## src/rtl/olt_pkg.sv

```systemverilog
// olt_pkg: shared types, sizes and codes for the ordered list table.
// Used by every module of the block and by its checker; no dependencies.
`default_nettype none

package olt_pkg;

    // List capacity and the widths that follow from it
    localparam int CAPACITY = 64;
    localparam int IDX_W    = (CAPACITY > 1) ? $clog2(CAPACITY) : 1;
    localparam int CNT_W    = $clog2(CAPACITY + 1);
    localparam int POS_W    = 7;
    localparam int CMP_W    = ((CNT_W > POS_W) ? CNT_W : POS_W) + 1;
    localparam int DATA_W   = 32;

    // First-match search: groups of eight match bits
    localparam int GRP_SIZE = 8;
    localparam int GRP_W    = 3;
    localparam int NGRP     = (CAPACITY + GRP_SIZE - 1) / GRP_SIZE;
    localparam int CAP_PAD  = NGRP * GRP_SIZE;

    // Operation codes
    localparam logic [2:0] KIND_FRONT  = 3'd0;
    localparam logic [2:0] KIND_END    = 3'd1;
    localparam logic [2:0] KIND_AT     = 3'd2;
    localparam logic [2:0] KIND_DELETE = 3'd3;
    localparam logic [2:0] KIND_SEARCH = 3'd4;
    localparam logic [2:0] KIND_CLEAR  = 3'd5;

    // Status codes
    localparam logic [1:0] ST_OK    = 2'd0;
    localparam logic [1:0] ST_RANGE = 2'd1;
    localparam logic [1:0] ST_FULL  = 2'd2;

    localparam logic signed [7:0] NOT_FOUND = -8'sd1;

    // Request and response words
    typedef struct packed {
        logic [2:0]              kind;
        logic [POS_W-1:0]        position;
        logic signed [DATA_W-1:0] value;
    } olt_req_t;

    typedef struct packed {
        logic [1:0]        status;
        logic signed [7:0] found_position;
        logic [6:0]        count;
    } olt_rsp_t;

    // Broadcast from the controller to every cell
    typedef struct packed {
        logic              ins;
        logic              del;
        logic              srch;
        logic [IDX_W-1:0]  idx;
        logic [DATA_W-1:0] value;
        logic [CNT_W-1:0]  count;
    } olt_ctrl_t;

endpackage

`default_nettype wire

```

## src/rtl/olt_cell.sv

```systemverilog
// olt_cell: one slot of the list; shifts with its neighbors on insert/delete
// and compares its entry on search. Depends on olt_pkg.
`default_nettype none

module olt_cell (
    input  logic                          clk,
    input  logic                          rst_n,
    input  logic [olt_pkg::IDX_W-1:0]     slot,
    input  olt_pkg::olt_ctrl_t            ctrl,
    input  logic [olt_pkg::DATA_W-1:0]    left_data,
    input  logic [olt_pkg::DATA_W-1:0]    right_data,
    output logic [olt_pkg::DATA_W-1:0]    data,
    output logic                          match
);

    logic [olt_pkg::DATA_W-1:0] data_reg;
    logic [olt_pkg::DATA_W-1:0] data_next;
    logic                       match_reg;
    logic                       match_next;

    // Entry update: take the new value at an insert point, the left word above
    // it, the right word at or above a delete point
    always_comb
    begin
        data_next = data_reg;
        if (ctrl.ins)
        begin
            if (slot == ctrl.idx)
                data_next = ctrl.value;
            else if (slot > ctrl.idx)
                data_next = left_data;
        end
        else if (ctrl.del)
        begin
            if (slot >= ctrl.idx)
                data_next = right_data;
        end
    end

    // Search compare, only for slots holding a live entry
    assign match_next = ctrl.srch && (olt_pkg::CNT_W'(slot) < ctrl.count)
                        && (data_reg == ctrl.value);

    always_ff @(posedge clk)
    begin
        data_reg <= data_next;
    end

    always_ff @(posedge clk or negedge rst_n)
    begin
        if (!rst_n)
            match_reg <= 1'b0;
        else
            match_reg <= match_next;
    end

    assign data  = data_reg;
    assign match = match_reg;

endmodule

`default_nettype wire

```

## config.mk

```make
export PLATFORM = sky130hd
export DESIGN_NAME = olt_cell
export DESIGN_NICKNAME = d
export VERILOG_FILES = /design/src/rtl/olt_pkg.sv /design/src/rtl/olt_cell.sv
export SDC_FILE = /design/constraint.sdc
export NUM_CORES = 1
export LEC_CHECK = 0
export ABC_CLOCK_PERIOD_IN_PS = 1500
export BUFFER_PORTS_ARGS = -buffer_cell sky130_fd_sc_hd__clkbuf_2
export CAP_MARGIN = 20
export CORE_ASPECT_RATIO = 1.5
export CORE_UTILIZATION = 43
export CTS_CLUSTER_DIAMETER = 150
export DETAILED_ROUTE_END_ITERATION = 12
export GPL_TIMING_DRIVEN = 0
export PLACE_DENSITY_LB_ADDON = 0.25
export SKIP_CTS_REPAIR_TIMING = 1
export SLEW_MARGIN = 20
export SYNTH_ARGS = -nofsm -noshare
export SYNTH_HDL_FRONTEND = slang
export SYNTH_SLANG_ARGS = --single-unit
```

## constraint.sdc

```tcl
create_clock -name clk -period 1.5 [get_ports clk]
set_clock_uncertainty 0.1 [all_clocks]
set_input_delay 0.15 -clock clk [delete_from_list [all_inputs] [get_ports clk]]
set_output_delay 0.15 -clock clk [all_outputs]
set_load 0.005 [all_outputs]
```

==> Yosys cells after proc, flatten, opt, wreduce, memory -nomap -nowiden <==
Index checks and enable logic that the tools add are counted.
{ "op_classes": {"n_lt_le_gt_ge": 3, "n_eq_ne": 3, "muxes": 5, "n_reduce_logical": 5} }
{ "op_table": {"columns": ["cell", "n"], "rows": [
  ["$mux W32", 5],
  ["$eq A32 B32 Y1", 1],
  ["$lt A6 B7 Y1", 1],
  ["$eq A6 B6 Y1", 1],
  ["$ge A6 B6 Y1", 1],
  ["$gt A6 B6 Y1", 1],
  ["$reduce_bool A2 Y1", 2],
  ["$ne A3 B1 Y1 const B", 1],
  ["$reduce_and A3 Y1", 1],
  ["$logic_and A1 B1 Y1", 2]
]} }
{ "totals": {"regBits": 33, "output_inout_bits": 33} }

==> Logic depth before layout (Yosys ltp) <==
Gate-level depths: netlist of run 1.
{ "depth": {"ltp_word": 4, "ltp_mapped": 7} }

==> Worst setup path after synthesis of run 1 <==
No wires, ideal clock.
{ "synth_path": {"path_type": "input -> register", "start": "input port ctrl[42] in the netlist's numbering", "end": "register data_reg, in the netlist data[0], enable pin", "t_arrival_ps": 1603, "required_time_ps": 1006, "slack_ps": -597, "stages": 6, "path_buffers": 0, "path_cell_list": "inv_1 -> ha_1 -> a21o_1 -> a21oi_1 -> nor2b_1 -> o32a_1"} }
{ "synth_between": {"elab_chain_cells": 3, "elab_cells_between_ends": 6, "classes_between": "order compare: 2; eq/ne: 2; reduce/logical: 2"} }
{ "synth_lines": {"columns": ["element", "line_no", "text"], "rows": [
  ["start, declared", "olt_cell.sv:9", "input olt_pkg::olt_ctrl_t ctrl,"],
  ["$gt A6 B6 Y1 (tied with other cells)", "olt_cell.sv:30", "else if (slot > ctrl.idx)"],
  ["$ne A3 B1 Y1 (no source line) / $reduce_bool A2 Y1 (equally long branches)", null, null],
  ["$reduce_and A3 Y1 (no source line) (*)", null, null],
  ["end signal, assigned", "olt_cell.sv:46", "data_reg <= data_next;"],
  ["end, declared", "olt_cell.sv:16", "logic [olt_pkg::DATA_W-1:0] data_reg;"]
]} }
Every way passes the cells marked *; elsewhere a longest branch is shown, timed or not.
A chain may end at the register's enable or synchronous reset.

==> Worst setup path after layout of run 1 <==
{ "layout_path": {"start": "register data_reg, in the netlist data[4]", "end": "register match_reg, in the netlist match"} }
{ "layout_between": {"elab_chain_cells": 2} }
{ "layout_lines": {"columns": ["element", "line_no", "text"], "rows": [
  ["$eq A32 B32 Y1", "olt_cell.sv:42", "&& (data_reg == ctrl.value);"],
  ["$logic_and A1 B1 Y1", "olt_cell.sv:42", null],
  ["via match_next", "olt_cell.sv:19", "logic match_next;"],
  ["end signal, assigned", "olt_cell.sv:54", "match_reg <= match_next;"],
  ["end, declared", "olt_cell.sv:18", "logic match_reg;"]
]} }
The timed path passes the listed nets, and every way through them passes these cells.

==> out/metrics.cfg, run 1 <==
[placed_design]
globalplace.congestion=0.786
placedCellCount=442
dp_slack_ns=-0.411
numPortBuffers=151
hpwlAfterDp_um=5320

[clock_network]
cts_buffers=5
clk_pin_slew_ns=0.07
cts_root_buf=clkbuf_8
cts.path.max_buffers=2
clk_latency_ns=0.28
cts_tree=built
cts_htree_levels=2
clock_sinks=33

[synthesis]
postSynthAreaPerCell_um2=10.6
synth-seq-area-share=0.416
netlist_area_mm2=0.00237
ys_types=28
synth_nets=354
synthCells=223
ys_warn_count=0
ys_seq_elements=33

[global_route]
antenna_found_initial=0
grt_max_degree=33
grtUsageTotal=0.227
grt_first_pass_wirelength_um=10200
overflow=0
first_global_vias=2257

[sta]
rsz0062_at_grt=true
max_freq_ghz=0.667
relSlewSlack=0.684
worst_slew_pin_slew_ns=0.474
fin_crit_sh=1.00
post-route-min-period_ns=1.50
slew_viol_final=0
setup_viol=1
fin_ws_ns=-0.000161
hold_viol=0

[floorplanning]
fp.dieW_um=62.6
coreArea_mm2=0.00525
dieArea_mm2=0.00582
io_pins=153
rows=32
die_h_um=93.0
initial_utilization=0.452

[min_path]
hp-class=in2reg

[critical_path]
critical_path.endpoint_type=register
path_class=reg2reg
crit_fanout=2
cp-startpoint=data[4]
worstReg2RegEnd=match
r2r_cells=4
r2r_setup_slack_ns=-0.0002
crit_path_end=match
timing.rr.start=data[4]
cp-start-kind=register
arrival_ns=1.62
cp.required_ns=1.62

[layout]
antenna_cells=0
drive_gt1_frac=0.508
fill_cells=425
layout_commonest_cell=clkbuf_2
largest_reg_flops=32
nNetsFinal=522
final_cells=460
syn_to_final_growth_pct=57.8
layout_common_cells=clkbuf_2 (144), nor2_1 (32), a21oi_1 (32), edfxtp_1 (32)

[routing]
drtAntennaViolNets=0
drtPass1Iterations=4
vias=2336
drc=0
first_iter_violations=45
routed_wl_um=7360
viasPerCell=5.08
post_drt_wl_per_cell_um=16.0

[job]
maxCapViolCount=0

[pwr]
ir_worst_vdd_mv=0.686
p_leak_nw=1.64
powerDensity_mw_per_mm2=766

[status]
violations=setup timing
status=finished with violations

-- stage by stage --
step | TNS [ns] | util | power (mW) | cell area (um^2) | hold WS (ns)
2_1_floorplan | -2.04 | - | 1.69 | 2510 | -0.246
3_3_place_gp | -21.82 | 0.639 | 2.08 | 3350 | -0.175
3_5_place_dp | -22.46 | 0.639 | 2.10 | 3350 | -0.174
4_1_cts | -4.02 | 0.656 | 2.78 | 3440 | -0.473
5_1_grt | -0.838 | 0.714 | 3.01 | 3740 | 0.0833
6_report | -0.000161 | 0.714 | 2.87 | 3740 | 0.0819
-- worst min path at each step --
stage | start | end | slack [ns] | cells after the start
2_1_floorplan | rst_n | match | -0.25 | 0
5_1_grt | right_data[18] | data[18] | 0.08 | 3
3_3_place_gp | rst_n | match | -0.17 | 1
4_1_cts | rst_n | match | -0.47 | 1
6_report | right_data[13] | data[13] | 0.08 | 3
3_5_place_dp | rst_n | match | -0.17 | 1
-- synth_stat cells --
master / count / area (um^2)
dfrtp_1: 1 / 25.0
o2111a_1: 1 / 11.3
ha_1: 11 / 138
mux2i_1: 32 / 320
nor2_1: 33 / 124
nor4_1: 2 / 12.5
buf_2: 2 / 10.0
nor2b_1: 1 / 6.26
xor2_1: 1 / 8.76
nand2_1: 1 / 3.75
inv_1: 12 / 45.0
a21oi_1: 36 / 180
nand4_1: 7 / 43.8
a21o_1: 2 / 15.0
buf_12: 3 / 60.1
nand3_1: 1 / 5.00
nand4_2: 1 / 12.5
nand2b_1: 2 / 12.5
nor3_1: 1 / 5.00
o21ai_0: 1 / 5.00
o32a_1: 1 / 10.0
nand4b_1: 1 / 8.76
nor3b_1: 1 / 7.51
dlygate4sd1_1: 1 / 8.76
dlymetal6s2s_1: 4 / 50.1
xnor2_1: 31 / 272
nor2_4: 1 / 11.3
edfxtp_1: 32 / 961
-- power by group --
part	switching, mW	total [mW]	leakage [nW]	internal [mW]
logic	0.419	0.915	1.27	0.497
registers	0.0880	1.26	0.322	1.18
clock network	0.315	0.689	0.0455	0.374
-- routing by layer --
metal,global-route usage,wire length [um],up-vias
met5,0,0,-
met4,0.0736,68,0
met3,0.0378,328,6
met2,0.447,4230,91
met1,0.238,2730,1094
li1,-,-,1145
-- worst max-delay path, cell delays in order (launching register included) --
cell and delay (ns):
edfxtp_1 0.42, xnor2_2 0.20, nand4_1 0.17, nor4_2 0.33
o2111a_1 0.22
-- area by class of cell --
class | count | area (um^2) | share of cell area
clock buffer | 8 | 90.1 | 0.0241
multi-input combinational | 171 | 1460 | 0.390
buffer | 10 | 129 | 0.0344
inverter | 12 | 72.6 | 0.0194
tap | 68 | 85.1 | 0.0227
sequential | 33 | 986 | 0.263
timing repair buffer | 158 | 920 | 0.246
-- logic make-up after synthesis --
| family | Yosys count | share of synthesized area |
|---|---|---|
| compound gates | 41 | 0.0933 |
| simple gates | 52 | 0.107 |
| fa+ha+maj | 11 | 0.0580 |
| flops | 33 | 0.416 |
| buf+inv | 22 | 0.0733 |
| xor+xnor | 32 | 0.118 |
| mux | 32 | 0.135 |
Note: power is estimated with default switching activity, not from simulation.
==> run 2, diff against run 1 <==
- ABC_CLOCK_PERIOD_IN_PS: 1500 -> 1720
- clock period: 1.5 -> 1.72 ns (I/O delays scaled with it)
==> run 2 against run 1 <==
Effect of this change:
- the run now ends clean
- via count decreased by 4.2%
- flip-flop and latch count unchanged
- non-clock buffer count decreased by 5
- power decreased by 17%
- largest cell class unchanged
==> out/metrics.cfg, run 2 (synthesis results as in run 1) <==
[status]
status=finished clean

[clock_network]
cts_tree=built
cts_root_buf=clkbuf_8
clk_pin_slew_ns=0.07
clk_latency_ns=0.28
cts_htree_levels=2
clock_sinks=33
cts.path.max_buffers=2
cts_buffers=5

[routing]
drtPass1Iterations=4
routed_wl_um=6450
drtAntennaViolNets=0
vias=2237
viasPerCell=4.94
post_drt_wl_per_cell_um=14.2
first_iter_violations=63
drc=0

[floorplanning]
dieArea_mm2=0.00582
initial_utilization=0.452
fp.dieW_um=62.6
io_pins=153
rows=32
coreArea_mm2=0.00525
die_h_um=93.0

[global_route]
grt_use_met2=0.435
grt_max_degree=33
overflow=0
top_usage_layer=met2
gr-usage-met1=0.235
grt_first_pass_wirelength_um=9830
first_global_vias=2173
met3_usage=0.0378
grtUsageTotal=0.220
antenna_found_initial=0

[sta]
slew_viol_final=0
hold_viol=0
post-route-min-period_ns=1.59
fin_setup_tns_ns=0
worst_slew_pin_slew_ns=0.441
max_freq_ghz=0.627
rsz0062_at_grt=false
relSlewSlack=0.706
setup_viol=0
fin_crit_sh=0.927

[critical_path]
cp-start-kind=input pin
cp.required_ns=1.62
crit_fanout=16
arrival_ns=1.50
critical_path.endpoint_type=register
path_class=in2reg

[min_path]
hp-class=in2async

[layout]
layout_commonest_cell=clkbuf_2
drive_gt1_frac=0.434
seq_area_um2=986
syn_to_final_growth_pct=41.5
nNetsFinal=515
layout_common_cells=clkbuf_2 (151), a21oi_1 (36), nor2_1 (33), mux2i_1 (32), edfxtp_1 (32)
fill_cells=502
multi_input_comb_area_mm2=0.00125
final_cells=453
antenna_cells=0
largest_reg_flops=32

[pwr]
power_mw=2.37
powerDensity_mw_per_mm2=707
ir_worst_vdd_mv=0.417
p_leak_nw=1.54

[placed_design]
hpwlAfterDp_um=5240
numPortBuffers=151
placedCellCount=442
globalplace.congestion=0.762

[job]
maxCapViolCount=0

[run 2: cell type report]
type	count	area share
buffer	10	0.0384
clock buffer	8	0.0268
inverter	12	0.0134
multi-input combinational	169	0.372
sequential	33	0.294
tap	68	0.0254
timing repair buffer	153	0.230
[run 2: path summary, 6_finish.rpt]
kind                                     start  endpoint  slack, ns  depth (start not counted)
worst min register to register         data[3]     match       0.63                          4
worst max-delay path                   slot[3]  data[11]       0.13                          6
max in group asynchronous                rst_n     match       1.34                          2
worst min-delay path                     rst_n     match        0.1                          2
min in group clk                right_data[20]  data[20]       0.11                          3
worst max register to register        data[15]     match       0.24                          4
[run 2: per-layer routing]
| metal | wire (um) | vias to the layer above |
|---|---|---|
| li1 | - | 1121 |
| met1 | 2570 | 1022 |
| met2 | 3500 | 90 |
| met3 | 342 | 4 |
| met4 | 37 | 0 |
| met5 | 0 | - |
[run 2: critical path, stage by stage]
cell	delay (ns)
clkbuf_2	0.10
ha_1	0.32
a21o_1	0.18
a21oi_1	0.16
nor2b_1	0.11
o32a_4	0.44
[run 2: power breakdown]
group          internal (mW)  switching [mW]
Sequential              1.03          0.0738
Combinational          0.361           0.316
Clock                  0.326           0.268
Total                   1.71           0.659
[run 2: per-stage QoR]
step	worst slack, ns	instance area (um^2)	util	hold slack [ns]
floorplan	0.0354	2380	-	-0.224
detailed placement	-0.243	3230	0.615	-0.149
global placement	-0.242	3230	0.615	-0.149
CTS	0.0550	3320	0.632	-0.458
global route	0.0401	3360	0.640	0.101
finish	0.126	3360	0.640	0.0967
